[src/sal_pkg.sv]
`default_nettype none

package sal_pkg;

  localparam int CAPACITY = 128;
  localparam int IDX_W = (CAPACITY > 2) ? $clog2(CAPACITY) : 1;
  localparam int CNT_W = $clog2(CAPACITY + 1);
  localparam int SUM_W = ((CNT_W > 8) ? CNT_W : 8) + 2;

  typedef enum logic [1:0] {
    OP_INSERT = 2'd0,
    OP_APPEND = 2'd1,
    OP_DELETE = 2'd2,
    OP_READ   = 2'd3
  } op_t;

  typedef enum logic [1:0] {
    ST_OK     = 2'd0,
    ST_INFEAS = 2'd1,
    ST_FULL   = 2'd2
  } status_t;

  typedef enum logic [2:0] {
    S_IDLE,
    S_DISPATCH,
    S_INSERT,
    S_DELETE,
    S_ROTATE,
    S_DONE
  } state_t;

  typedef enum logic [2:0] {
    CM_HOLD,
    CM_PLACE,
    CM_SHIFT_UP,
    CM_SHIFT_DOWN,
    CM_ROTATE
  } cell_mode_t;

  typedef struct packed {
    op_t                op;
    logic signed [31:0] value;
    logic        [7:0]  position;
    logic        [7:0]  count;
  } in_item_t;

  typedef struct packed {
    status_t            status;
    logic signed [31:0] read_value;
    logic        [7:0]  list_length;
  } out_item_t;

  typedef struct packed {
    cell_mode_t         mode;
    logic [IDX_W-1:0]   sel;
    logic signed [31:0] value;
  } cell_ctl_t;

endpackage

`default_nettype wire

[src/sal_ctrl.sv]
`default_nettype none

module sal_ctrl (
  input  wire logic                         clk,
  input  wire logic                         rst_n,
  input  wire logic                         in_valid,
  output logic                              in_ready,
  input  wire sal_pkg::in_item_t            in_data,
  output logic                              out_valid,
  input  wire logic                         out_ready,
  output sal_pkg::out_item_t                out_data,
  input  wire logic [sal_pkg::CAPACITY-1:0] gt_i,
  input  wire logic signed [31:0]           head_i,
  output sal_pkg::cell_ctl_t                ctl
);

  localparam int IDX_W = sal_pkg::IDX_W;
  localparam int CNT_W = sal_pkg::CNT_W;
  localparam int SUM_W = sal_pkg::SUM_W;

  sal_pkg::state_t    state_r, state_nxt;
  sal_pkg::in_item_t  item_r, item_nxt;
  sal_pkg::out_item_t res_r, res_nxt;
  sal_pkg::out_item_t out_r, out_nxt;
  logic               out_valid_r, out_valid_nxt;
  logic [CNT_W-1:0]   n_r, n_nxt;
  logic [CNT_W-1:0]   k_r, k_nxt;
  logic [IDX_W-1:0]   s_r, s_nxt;
  logic               idle;

  always_ff @(posedge clk) begin
    if (!rst_n) begin
      state_r     <= sal_pkg::S_IDLE;
      out_valid_r <= 1'b0;
      n_r         <= '0;
      k_r         <= '0;
      s_r         <= '0;
    end else begin
      state_r     <= state_nxt;
      out_valid_r <= out_valid_nxt;
      n_r         <= n_nxt;
      k_r         <= k_nxt;
      s_r         <= s_nxt;
    end
  end

  always_ff @(posedge clk) begin
    item_r <= item_nxt;
    res_r  <= res_nxt;
    out_r  <= out_nxt;
  end

  always_comb begin
    state_nxt     = state_r;
    item_nxt      = item_r;
    res_nxt       = res_r;
    out_nxt       = out_r;
    out_valid_nxt = out_valid_r;
    n_nxt         = n_r;
    k_nxt         = k_r;
    s_nxt         = s_r;
    idle          = 1'b0;
    ctl.mode      = sal_pkg::CM_HOLD;
    ctl.sel       = '0;
    ctl.value     = item_r.value;

    if (out_valid_r && out_ready) out_valid_nxt = 1'b0;

    unique case (state_r)
      sal_pkg::S_IDLE: begin
        idle = 1'b1;
        if (in_valid) begin
          item_nxt  = in_data;
          state_nxt = sal_pkg::S_DISPATCH;
        end
      end
      sal_pkg::S_DISPATCH: begin
        res_nxt.status      = sal_pkg::ST_OK;
        res_nxt.read_value  = '0;
        res_nxt.list_length = 8'(n_r);
        state_nxt           = sal_pkg::S_DONE;
        unique case (item_r.op)
          sal_pkg::OP_INSERT: begin
            if (n_r == CNT_W'(sal_pkg::CAPACITY)) begin
              res_nxt.status = sal_pkg::ST_FULL;
            end else begin
              s_nxt     = IDX_W'(n_r);
              state_nxt = sal_pkg::S_INSERT;
            end
          end
          sal_pkg::OP_APPEND: begin
            if (n_r == CNT_W'(sal_pkg::CAPACITY)) begin
              res_nxt.status = sal_pkg::ST_FULL;
            end else begin
              ctl.mode            = sal_pkg::CM_PLACE;
              ctl.sel             = IDX_W'(n_r);
              n_nxt               = n_r + 1'b1;
              res_nxt.list_length = 8'(n_r + 1'b1);
            end
          end
          sal_pkg::OP_DELETE: begin
            if (item_r.position == 8'd0 ||
                (SUM_W'(item_r.position) + SUM_W'(item_r.count) >
                 SUM_W'(n_r) + SUM_W'(1))) begin
              res_nxt.status = sal_pkg::ST_INFEAS;
            end else if (item_r.count != 8'd0) begin
              k_nxt     = CNT_W'(item_r.count);
              s_nxt     = IDX_W'(item_r.position - 8'd1);
              state_nxt = sal_pkg::S_DELETE;
            end
          end
          sal_pkg::OP_READ: begin
            if (item_r.position == 8'd0 ||
                SUM_W'(item_r.position) > SUM_W'(n_r)) begin
              res_nxt.status = sal_pkg::ST_INFEAS;
            end else begin
              k_nxt     = '0;
              state_nxt = sal_pkg::S_ROTATE;
            end
          end
          default: res_nxt.status = sal_pkg::ST_INFEAS;
        endcase
      end
      sal_pkg::S_INSERT: begin
        // walk the hole down while the entry below sorts above the new value
        ctl.sel = s_r;
        if (s_r != '0 && gt_i[s_r - 1'b1]) begin
          ctl.mode = sal_pkg::CM_SHIFT_UP;
          s_nxt    = s_r - 1'b1;
        end else begin
          ctl.mode            = sal_pkg::CM_PLACE;
          n_nxt               = n_r + 1'b1;
          res_nxt.list_length = 8'(n_r + 1'b1);
          state_nxt           = sal_pkg::S_DONE;
        end
      end
      sal_pkg::S_DELETE: begin
        // one pass closes the gap by one place
        ctl.mode = sal_pkg::CM_SHIFT_DOWN;
        ctl.sel  = s_r;
        n_nxt    = n_r - 1'b1;
        k_nxt    = k_r - 1'b1;
        if (k_r == CNT_W'(1)) begin
          res_nxt.list_length = 8'(n_r - 1'b1);
          state_nxt           = sal_pkg::S_DONE;
        end
      end
      sal_pkg::S_ROTATE: begin
        // full turn of the ring; catch the wanted entry as it passes cell zero
        ctl.mode = sal_pkg::CM_ROTATE;
        if (SUM_W'(k_r) + SUM_W'(1) == SUM_W'(item_r.position)) begin
          res_nxt.read_value = head_i;
        end
        k_nxt = k_r + 1'b1;
        if (k_r == CNT_W'(sal_pkg::CAPACITY - 1)) state_nxt = sal_pkg::S_DONE;
      end
      sal_pkg::S_DONE: begin
        if (!out_valid_r || out_ready) begin
          out_nxt       = res_r;
          out_valid_nxt = 1'b1;
          state_nxt     = sal_pkg::S_IDLE;
        end
      end
      default: state_nxt = sal_pkg::S_IDLE;
    endcase
  end

  assign in_ready  = idle && rst_n;
  assign out_valid = out_valid_r;
  assign out_data  = out_r;

endmodule

`default_nettype wire

[config.mk]
export PLATFORM = sky130hd
export DESIGN_NAME = sal_ctrl
export DESIGN_NICKNAME = d
export VERILOG_FILES = /design/src/sal_pkg.sv /design/src/sal_ctrl.sv
export SDC_FILE = /design/constraint.sdc
export NUM_CORES = 1
export LEC_CHECK = 0
export BUFFER_PORTS_ARGS = -buffer_cell sky130_fd_sc_hd__buf_2
export CORE_UTILIZATION = 35
export CTS_CLUSTER_DIAMETER = 40
export DETAILED_ROUTE_END_ITERATION = 12
export GPL_TIMING_DRIVEN = 0
export PLACE_DENSITY = 0.64
export SKIP_CTS_REPAIR_TIMING = 1
export SYNTH_ARGS = -nofsm -noshare
export SYNTH_HDL_FRONTEND = slang
export SYNTH_SLANG_ARGS = --single-unit
[constraint.sdc]
create_clock -name clk -period 11.91 [get_ports clk]
set_clock_uncertainty 0.1 [all_clocks]
set_input_delay 3.573 -clock clk [delete_from_list [all_inputs] [get_ports clk]]
set_output_delay 3.573 -clock clk [all_outputs]
set_load 0.05 [all_outputs]
==> flow_summary.ini <==
[critical_path]
criticalPathCategory = input port to output pin
end_kind = output pin
slowest_delay_ns = 0.48
startpoint_type = input port
worstPathArrival_ns = 5.78
path_max_fanout = 5
slowest_stage = mux4_2
cpLargestDelayFamily = simple AND/OR/NAND/NOR gates
worstPathRequired_ns = 8.24
cp_common_cell = nor2_1
path_cells = buf_2 > mux2i_1 > mux4_2 > nor3b_1 > nor4b_2 > a211o_1 > nor2_1 > nor2_1 > nor2_1 > buf_2
crit_buf_inv = 2

[global_route]
grt_use_total = 0.184
overflow = 0
antenna_found_initial = 2
grt_first_pass_wirelength_um = 37600
grt_max_degree = 29
grt_pass1_vias = 6994

[cells_and_area]
stdcell_area_sq_mm = 0.0116
fillers = 2477
stdcell_count = 1453
multi_input_area_sq_mm = 0.00394
regArea_sq_mm = 0.00456
final_cell_mix = buf_2 (308), edfxtp_1 (134), nand2_1 (48)
final_nets = 1357
layout_commonest_cell = buf_2
drive_gt1_frac = 0.380
syn_to_final_growth_pct = 28.8

[clock_network]
cts_tree = done
clock-sinks = 161
clockRootBuffer = clkbuf_16
clkLatencyLatePin_ns = 0.43
cts.path.max_buffers = 2
h-tree-depth = 4
cts_made_buffers = 17
clk_pin_slew_ns = 0.07

[timing]
slew_violations = 0
rsz0062_at_grt = false
worst_pin_slew_ns = 1.08
period_share = 0.793
period_minus_slack_ns = 9.45
tns_ns = 0
setup_viol = 0
finalHoldViolCount = 0
fin_ws_ns = 2.46
timing.fmax_ghz = 0.106
maxSlewHeadroom = 0.274

[yosys]
synthTopCellsByArea = edfxtp_1 (44%), mux4_2 (6.7%), dfxtp_1 (6.0%), ha_1 (4.7%), buf_4 (2.7%)
synth_seq_cells = 161
syn_area_per_cell_sq_um = 11.6
yosysSeqAreaShare = 0.505
ys_types = 72
async_reset_ff_frac = 0
yosysTopAreaCell = edfxtp_1
synth_ff_type = edfxtp_1
syn_inst = 782
syn-cell-area_sq_mm = 0.00905
yosys_warnings = 0
synth_edf_count = 134
synth_top_cell_area_share = 0.445
syn_nets = 1031

[pwr]
p_sw_mw = 1.30
p_leak_nw = 4.85
finalPower_mw = 3.03
internal_power_mw = 1.72
seq_power_share = 0.296
power_density_mw_per_mm2 = 260
clockPowerShare = 0.172
power_frac_comb = 0.532
ir_worst_vdd_v = 0.000118
p_sw_frac = 0.431

[place]
gp_congestion = 0.922
numPortBuffers = 299
dp.cells = 1419
dpl.hpwl_um = 19400
placed_cell_area_sq_mm = 0.0111
post-place-ws_ns = 2.45

[die]
design.core.area_sq_mm = 0.0253
die-area_sq_mm = 0.0265
die_h_um = 163
io_pins = 300
die_w_um = 163
std_cell_rows = 58
floorplan.initialDensity = 0.358

[detailed_routing]
post_drt_wl_per_cell_um = 17.0
route.antenna.remaining_nets = 0
finalWirelength_um = 24700
drc = 0
via_per_inst = 5.06
vias = 7353
drt_iter0_markers = 495
firstDrtPassIters = 5

[job]
cap_violations = 0

[status]
status = finished clean

[min_path]
hold_class = flip-flop to flip-flop
[metal layers]
layer / vias to the layer above / global-route usage / wire length (um)
met1: 3461 / 0.246 / 10900
li1: 3589 / - / -
met5: - / 0 / 0
met4: 0 / 0.0480 / 265
met3: 21 / 0.0446 / 1740
met2: 282 / 0.297 / 11800
[area by class of cell]
cell class	count	share of cell area
inverter	30	0.00967
antenna	2	0.000430
clock inverter	15	0.0124
timing repair buffer	307	0.136
buffer	83	0.0387
clock buffer	17	0.0365
tap	330	0.0354
sequential	161	0.392
multi-input combinational	508	0.339
[worst reg2reg max path: cells and delay by family (launching register included)]
kind                     cells  cell delay (ns)
buffers and inverters        2             0.12
adder cells (fa/ha/maj)      3             0.88
XOR/XNOR                     1             0.18
AND/OR/NAND/NOR              3             1.07
AO/OA/AOI/OAI               10             2.23
flip-flops                   1             0.50
[cell usage after synthesis (all sizes together) (17+ instances only)]
library cell and number:
edfxtp 134, nand2 48, nor2 46, buf 45
o21ai 41, clkbuf 38, and3 36, ha 34
inv 28, dfxtp 27, mux4 27, xnor2 26
a21oi 25, mux2i 22, or3 17
[final timing paths]
check,start,endpoint,slack [ns],cells past startpoint
worst max-delay path,gt_i[77],ctl[40],2.46,10
worst min-delay path,res_r[25]$_SDFFCE_PN0P_,out_data[25]$_DFFE_PP_,0.32,0
worst max register to register,item_r[8]$_DFFE_PP_,state_r[1]$_SDFFE_PN0P_,6.76,19
worst min register to register,res_r[25]$_SDFFCE_PN0P_,out_data[25]$_DFFE_PP_,0.32,0
[metrics by stage]
step,util,hold slack [ns]
floorplan,-,0.300
global placement,0.434,0.301
detailed placement,0.438,0.305
CTS,0.461,0.319
global route,0.461,0.323
finish,0.461,0.318
[registers in the layout, summed over array words and instances (netlist names)]
signal,count
res_r,42
item_r,18
s_r,7
n_r,8
ctl,32
out_data,42
k_r,8
state_r,3
out_valid,1
[power by group through the flow]
stage | registers, mW | clock network (mW) | logic [mW]
after floorplan | 0.942 | 0 | 1.14
after global placement | 0.929 | 0 | 1.54
after detailed placement | 0.909 | 0 | 1.60
after CTS | 0.897 | 0.537 | 1.61
after global routing | 0.910 | 0.560 | 1.76
final | 0.897 | 0.521 | 1.61
[cells by family after synthesis]
group	count (synthesis)	synth area share
AOI/OAI and AO/OA	154	0.116
xor gates and xnor gates	41	0.0405
adders and majority gates	35	0.0492
buffers and inverters	113	0.0622
DFF	161	0.505
muxes	55	0.0990
and+or+nand+nor	223	0.128
Power figures use the tool's default switching activity.
