--- config.mk ---
export PLATFORM = sky130hd
export DESIGN_NAME = sal_cell
export DESIGN_NICKNAME = d
export VERILOG_FILES = /design/src/sal_pkg.sv /design/src/sal_cell.sv
export SDC_FILE = /design/constraint.sdc
export NUM_CORES = 1
export LEC_CHECK = 0
export ABC_AREA = 1
export ABC_CLOCK_PERIOD_IN_PS = 6900
export BUFFER_PORTS_ARGS = -buffer_cell sky130_fd_sc_hd__buf_2
export CAP_MARGIN = 20
export CORE_UTILIZATION = 39
export CTS_BUF_LIST = sky130_fd_sc_hd__clkbuf_8
export CTS_CLUSTER_DIAMETER = 120
export DETAILED_ROUTE_END_ITERATION = 16
export GPL_TIMING_DRIVEN = 0
export PLACE_DENSITY_LB_ADDON = 0.15
export REMOVE_ABC_BUFFERS = 1
export SLEW_MARGIN = 20
export SYNTH_ARGS = -nofsm -noshare
export SYNTH_HDL_FRONTEND = slang
export SYNTH_SLANG_ARGS = --single-unit
--- constraint.sdc ---
create_clock -name clk -period 6.9 [get_ports clk]
set_input_delay 0.345 -clock clk [delete_from_list [all_inputs] [get_ports clk]]
set_output_delay 0.345 -clock clk [all_outputs]
set_load 0.01 [all_outputs]
--- src/sal_pkg.sv ---
`default_nettype none

package sal_pkg;

  localparam int CAPACITY = 128;
  localparam int IDX_W = (CAPACITY > 2) ? $clog2(CAPACITY) : 1;
  localparam int CNT_W = $clog2(CAPACITY + 1);
  localparam int SUM_W = ((CNT_W > 8) ? CNT_W : 8) + 2;

  typedef enum logic [1:0] {
    OP_INSERT = 2'd0,
    OP_APPEND = 2'd1,
    OP_DELETE = 2'd2,
    OP_READ   = 2'd3
  } op_t;

  typedef enum logic [1:0] {
    ST_OK     = 2'd0,
    ST_INFEAS = 2'd1,
    ST_FULL   = 2'd2
  } status_t;

  typedef enum logic [2:0] {
    S_IDLE,
    S_DISPATCH,
    S_INSERT,
    S_DELETE,
    S_ROTATE,
    S_DONE
  } state_t;

  typedef enum logic [2:0] {
    CM_HOLD,
    CM_PLACE,
    CM_SHIFT_UP,
    CM_SHIFT_DOWN,
    CM_ROTATE
  } cell_mode_t;

  typedef struct packed {
    op_t                op;
    logic signed [31:0] value;
    logic        [7:0]  position;
    logic        [7:0]  count;
  } in_item_t;

  typedef struct packed {
    status_t            status;
    logic signed [31:0] read_value;
    logic        [7:0]  list_length;
  } out_item_t;

  typedef struct packed {
    cell_mode_t         mode;
    logic [IDX_W-1:0]   sel;
    logic signed [31:0] value;
  } cell_ctl_t;

endpackage

`default_nettype wire

--- src/sal_cell.sv ---
`default_nettype none

module sal_cell (
  input  wire logic                      clk,
  input  wire logic [sal_pkg::IDX_W-1:0] cell_idx,
  input  wire sal_pkg::cell_ctl_t        ctl,
  input  wire logic signed [31:0]        below_i,
  input  wire logic signed [31:0]        above_i,
  output logic signed [31:0]             entry_o,
  output logic                           gt_o
);

  logic signed [31:0] entry_r;
  logic signed [31:0] entry_nxt;

  always_comb begin
    entry_nxt = entry_r;
    unique case (ctl.mode)
      sal_pkg::CM_HOLD: entry_nxt = entry_r;
      sal_pkg::CM_PLACE: begin
        if (cell_idx == ctl.sel) entry_nxt = ctl.value;
      end
      sal_pkg::CM_SHIFT_UP: begin
        if (cell_idx == ctl.sel) entry_nxt = below_i;
      end
      sal_pkg::CM_SHIFT_DOWN: begin
        if (cell_idx >= ctl.sel) entry_nxt = above_i;
      end
      sal_pkg::CM_ROTATE: entry_nxt = above_i;
      default: entry_nxt = entry_r;
    endcase
  end

  always_ff @(posedge clk) begin
    entry_r <= entry_nxt;
  end

  // new value sorts strictly below this entry
  assign gt_o    = (ctl.value < entry_r);
  assign entry_o = entry_r;

endmodule

`default_nettype wire

==> results by group, run 1 <==
Setup path
  – Worst endpoint required time: 6550 ps
  – Worst path slowest cell: edfxtp_1
  – Sequence of cells on the critical path: inv_1 > ha_1 > nand2_1 > nor2_1 > nand4_1 > nor3_1 > nand2_1 > nand2_1 > nand2_1 > nand2_1 > buf_2
  – Crit end category: primary output
  – Most frequent cell on the critical path: nand2_1
  – Worst path arrival time: 1880 ps
  – CP Class: reg2out
  – Worst-path fanout max: 2
  – CP startpoint kind: register
  – Crit. Startpoint: entry_o[23]
  – Critical path's largest stage delay: 360 ps

Die
  – Core area: 6870 sq um
  – Initial Util: 0.409
  – # IOs: 147
  – Row count: 30
  – DIE AREA: 7550 sq um
  – DIE WIDTH: 86.9 um
  – Die Ht: 86.9 um

Timing
  – Slew HR: 0.417
  – Period utilisation layout: 0.322
  – FMAX: 0.449 GHz
  – Sum Neg Setup Slack: 0 ps
  – Least-Margin Pin Slew: 871 ps
  – Setup violations, final: 0
  – PnR worst setup slack: 4680 ps
  – Pins Over Slew Limit: 0
  – Minimum clock period: 2220 ps
  – Final Hold Fails: 0
  – RSZ-0062 raised after global routing: no

Clock network
  – Quantity of hold-fixing buffers added after cts: 0
  – Clk slew on worst S/H paths: 70 ps
  – CTS tree: done
  – H-tree Lvls: 2
  – Root Buffer: clkbuf_8
  – # clock sinks: 32
  – Setup bufs post-CTS: 0
  – Post-CTS Resized: 0
  – Cts bufs inserted: 5
  – Longest Clk Path Bufs: 2

Place
  – Dpl ws: 4430 ps
  – Port-buffer cells: 146
  – Gpl congestion: 0.727
  – Placed cell areas: 3630 sq um
  – Post-DP HPWL: 5670 um
  – Placed insts: 587

Route
  – Via count: 2,838
  – Post-route ant nets: 0
  – WL/cell: 12.7 um
  – Post-Route WL: 7560 um
  – DRT Pass-1 Iters: 4
  – Remaining DRCs: 0
  – DRT iter0 DRCs: 132
  – Via-to-Cell Ratio: 4.77

Cells and area
  – Syn-to-layout area delta: 33.1%
  – Sequential cell area: 961 sq um
  – Commonest cells after routing, fill and taps aside: 146 x buf_2, 91 x nand3_1, 68 x nand2_1
  – Layout cells sized above 1: 0.347
  – Nets@finish: 650
  – Filler cells: 699
  – Area of the multi-input gates: 1560 sq um
  – Fin cells: 595
  – Design area: 3740 sq um
  – Most common cell after layout, fill and taps aside: buf_2
  – Largest register FFs: 32
  – Diode count: 0

Flow run
  – Max-cap check violation count: 0

Worst hold path
  – Hold EP: entry_o[16]
  – Hold_sp: below_i[16]
  – Hold path depth: 3
  – Min-Delay Path Class: in2reg

Synthesis
  – Post-synthesis cell area: 2810 sq um
  – Synth top area cells: edfxtp_1 34%, ha_1 17%, nand3_1 16%, nand2_1 9.1%, inv_1 6.8%
  – Syn avg cell area: 7.85 sq um
  – Gate Count Post-Synth: 358
  – Distinct cell type count of the synthesized netlist: 22
  – Synth top area share: 0.342
  – Synth warn: 0
  – FF+latch count, synth: 32
  – Register area share after synthesis: 0.342
  – Asr flop ratio synth: 0
  – Synth Flop Type: edfxtp_1
  – EDFF count, synth: 32
  – Largest area contributor in the netlist: edfxtp_1

Global route
  – Total gr overflow: 0
  – GRT Overall Usage: 0.205
  – Vias in the first global route: 2,608
  – Largest net degree at the start of global routing: 35
  – Initial antenna violation count: 0
  – Global-route wire length before repair: 12,000 um

Pwr
  – Pwr dens: 188 nW/um^2
  – Leakage: 2.01 nW
  – VDD IR max: 0.0872 mV
  – Total power: 702 uW

Run status
  – Status: complete, no violations
## worst max path at each step
stage,slack (ps),end,cells after the start
final,4680,gt_o,11
after detailed placement,4430,entry_o[28],7
after global routing,4450,gt_o,13
after CTS,4660,gt_o,13
after floorplan,3740,entry_o[0],5
after global placement,2240,entry_o[28],6
## area by class of cell
type                    instances  area share
clock inverters                 3      0.0100
clock buffers                   5      0.0184
flip-flops and latches         32       0.257
multi-input cells             257       0.418
well taps                      96      0.0321
repair buffers                148       0.210
inverters                      54      0.0542
## metrics by stage
| stage | util | hold WS, ps |
|---|---|---|
| finish | 0.544 | 345 |
| global route | 0.544 | 346 |
| CTS | 0.544 | 338 |
| detailed placement | 0.529 | 639 |
| global placement | 0.519 | 632 |
| floorplan | - | 548 |
## critical path, delay by kind of cell, from the launching register on
family                   cells  cell delay, ps
buffers and inverters        2             170
adder cells (fa/ha/maj)      1             290
flip-flops                   1             360
AND/OR/NAND/NOR              8             770
## routing by layer
metal | share of wire | GRT usage | vias to the layer above | wire (um)
met3 | 0.063 | 0.0474 | 4 | 477
met2 | 0.47 | 0.347 | 85 | 3520
met1 | 0.47 | 0.267 | 1245 | 3520
li1 | - | - | 1504 | -
met4 | 0.0054 | 0.0394 | 0 | 41
met5 | 0 | 0 | - | 0
## cells by family (layout without fill, tap and decap cells)
| group | after synthesis | after routing | synth area share |
|---|---|---|---|
| and+or+nand+nor | 190 | 190 | 0.326 |
| buffers and inverters | 69 | 210 | 0.106 |
| DFF | 32 | 32 | 0.342 |
| adders and majority gates | 38 | 38 | 0.169 |
| AOI/OAI and AO/OA | 29 | 29 | 0.0566 |
## synth_stat cells (3+ instances only)
| cell | n |
|---|---|
| buf_2 | 11 |
| o21ai_0 | 7 |
| buf_6 | 3 |
| nand3_1 | 91 |
| ha_1 | 38 |
| edfxtp_1 | 32 |
| inv_2 | 3 |
| nor2_1 | 9 |
| a21oi_1 | 18 |
| nand2_1 | 68 |
| inv_1 | 51 |
| nor3_1 | 4 |
| nand2_2 | 3 |
| nand3_2 | 10 |
| nand4_1 | 3 |
## where the power goes
| group | internal, mW | total (mW) | switching [mW] |
|---|---|---|---|
| Clock | 0.105 | 0.181 | 0.0755 |
| Sequential | 0.254 | 0.269 | 0.0140 |
| Combinational | 0.109 | 0.253 | 0.143 |
| Total | 0.469 | 0.702 | 0.233 |
Power figures use the tool's default switching activity.
==> run 2: changes to the inputs <==
--- a/config.mk
+++ b/config.mk
@@ -6,7 +6,7 @@
 export NUM_CORES = 1
 export LEC_CHECK = 0
 export ABC_AREA = 1
-export ABC_CLOCK_PERIOD_IN_PS = 6900
+export ABC_CLOCK_PERIOD_IN_PS = 2000
 export BUFFER_PORTS_ARGS = -buffer_cell sky130_fd_sc_hd__buf_2
 export CAP_MARGIN = 20
 export CORE_UTILIZATION = 39
==> constraint.sdc (replaced) <==
create_clock -name clk -period 2 [get_ports clk]
set_input_delay 0.1 -clock clk [delete_from_list [all_inputs] [get_ports clk]]
set_output_delay 0.1 -clock clk [all_outputs]
set_load 0.01 [all_outputs]
==> run 2 against run 1 <==
Against the previous run: combinational power rose to 3.5 times the previous value; total power rose to 3.5 times the previous value; count of clock-buffer cells in the layout stayed put; global-route usage unchanged; sequential cell count stayed put; critical path depth did not move; via count unchanged; wire length up 0.97%; hold slack worse by 250 ps; sequential power grew to 3.4 times the previous value; largest cell class unchanged; highest routed layer unchanged.
==> results by group, run 2 (synthesized netlist as in run 1, its figures left out) <==
Setup path
  – Most frequent cell on the critical path: nand2_1
  – Worst endpoint required time: 1900 ps (-4650 ps)
  – Sequence of cells on the critical path: inv_1 > ha_1 > nand2_1 > nor2_2 > nand4_1 > nor3_2 > nand2_1 > nand2_1 > nand2_1 > nand2_1 > buf_2
  – CP startpoint kind: register
  – Critical path's largest stage delay: 350 ps (about the same)
  – CP top delay family: simple AND/OR/NAND/NOR gates
  – Crit end category: primary output
  – Worst path arrival time: 1860 ps (-20 ps)
  – CP Class: reg2out
  – Worst-path fanout max: 2 (unchanged)
  – WP buf/inv: 2 (unchanged)
  – Worst path slowest cell: edfxtp_1

Timing
  – Final Hold Fails: 0 (unchanged)
  – Pins Over Slew Limit: 0 (unchanged)
  – Period utilisation layout: 0.980
  – RSZ-0062 raised after global routing: yes
  – Slew HR: 0.496 (+0.0783)
  – PnR worst setup slack: 39.0 ps (-4640 ps)
  – FMAX: 0.510 GHz
  – Minimum clock period: 1960 ps
  – Least-Margin Pin Slew: 754 ps (-117 ps)
  – Setup violations, final: 0 (unchanged)

Clock network
  – Cts bufs inserted: 5 (unchanged)
  – Longest Clk Path Bufs: 2 (unchanged)
  – Setup bufs post-CTS: 0 (unchanged)
  – CTS tree: done
  – # clock sinks: 32 (unchanged)
  – Root Buffer: clkbuf_8
  – Clk slew on worst S/H paths: 80 ps (about the same)
  – H-tree Lvls: 2 (unchanged)

Place
  – Gpl congestion: 0.727 (unchanged)
  – Placed insts: 587 (unchanged)
  – Placed cell areas: 3630 sq um (unchanged)
  – Port-buffer cells: 146 (unchanged)
  – Dpl ws: -227 ps (-4660 ps)
  – Post-DP HPWL: 5670 um (unchanged)

Global route
  – GRT Overall Usage: 0.205 (unchanged)
  – Vias in the first global route: 2,608 (unchanged)
  – Total gr overflow: 0 (unchanged)
  – Largest net degree at the start of global routing: 35 (unchanged)
  – Global-route wire length before repair: 12,000 um (unchanged)
  – Initial antenna violation count: 0 (unchanged)

Worst hold path
  – Min-Delay Path Class: in2reg

Die
  – Initial Util: 0.409 (unchanged)
  – # IOs: 147 (unchanged)
  – DIE AREA: 7550 sq um (unchanged)
  – Row count: 30 (unchanged)
  – Core area: 6870 sq um (unchanged)
  – DIE WIDTH: 86.9 um (unchanged)
  – Die Ht: 86.9 um (unchanged)

Pwr
  – Pwr dens: 646 nW/um^2 (+240%)
  – Total power: 2.44 mW (+250%)
  – VDD IR max: 0.301 mV (+250%)
  – Leakage: 2.02 nW (+0.47%)

Cells and area
  – Design area: 3780 sq um (+1.0%)
  – Final Util: 0.550 (+0.00546)
  – Layout cells sized above 1: 0.359 (+0.0120)
  – Syn-to-layout area delta: 34.5%
  – Commonest cells after routing, fill and taps aside: 146 x buf_2, 91 x nand3_1, 68 x nand2_1
  – Largest register FFs: 32 (unchanged)
  – Nets@finish: 650 (unchanged)
  – Fin cells: 595 (unchanged)
  – Diode count: 0 (unchanged)
  – Area of the multi-input gates: 1600 sq um (+2.4%)
  – Sequential cell area: 961 sq um (unchanged)
  – Most common cell after layout, fill and taps aside: buf_2
  – Filler cells: 694 (-0.72%)

Route
  – DRT iter0 DRCs: 109 (-17%)
  – Via-to-Cell Ratio: 4.77 (unchanged)
  – Post-Route WL: 7630 um (+0.97%)
  – Via count: 2,838 (unchanged)
  – Post-route ant nets: 0 (unchanged)
  – WL/cell: 12.8 um (+0.97%)
  – DRT Pass-1 Iters: 4 (unchanged)
  – Remaining DRCs: 0 (unchanged)

Flow run
  – Max-cap check violation count: 0 (unchanged)

Run status
  – Status: complete, no violations
==> run 2: cell types whose count changed in the layout (fill, tap and decap cells not counted), moves of 2 or more <==
cell	change
a21oi_2	+2
nand2_4	+2
nand2_2	-2
a21oi_1	-2
==> run 2: what timing repair did <==
action / 4_1_cts / 5_1_grt
gates resized for setup: 0 / 9
hold buffers: 0 / 0
setup endpoints to repair: 0 / 51
hold endpoints to repair: 0 / 0
==> run 2: worst paths after layout <==
kind,start,end,slack (ps),depth (start not counted)
min,below_i[6],entry_o[6],100,3
max,entry_o[23],gt_o,40,11
==> run 2: metal layers <==
layer	share of wire	global-route usage	wire, um
met1	0.44	0.267	3350
met2	0.48	0.347	3650
met3	0.078	0.0474	592
met4	0.0054	0.0394	41
met5	0	0	0
==> run 2: cell type report <==
type,count,area share
multi-input cells,257,0.424
inverters,54,0.0537
repair buffers,148,0.208
clock inverters,3,0.00994
clock buffers,5,0.0182
well taps,96,0.0318
flip-flops and latches,32,0.254
==> run 2: stage by stage <==
stage	TNS (ps)	hold WS [ps]
6_report	0	98.1
3_5_place_dp	-9920	394
3_3_place_gp	-106440	387
5_1_grt	-164	101
4_1_cts	0	92.6
2_1_floorplan	-29180	303
==> run 2: worst min-delay path, cell delays in order <==
cell and delay [ps]:
buf_2 80, nand2_1 40, nand3_1 60
==> run 2: power by group <==
group	internal [mW]	total (mW)	switching, mW
registers	0.878	0.927	0.0490
clock network	0.363	0.625	0.261
logic	0.385	0.890	0.505
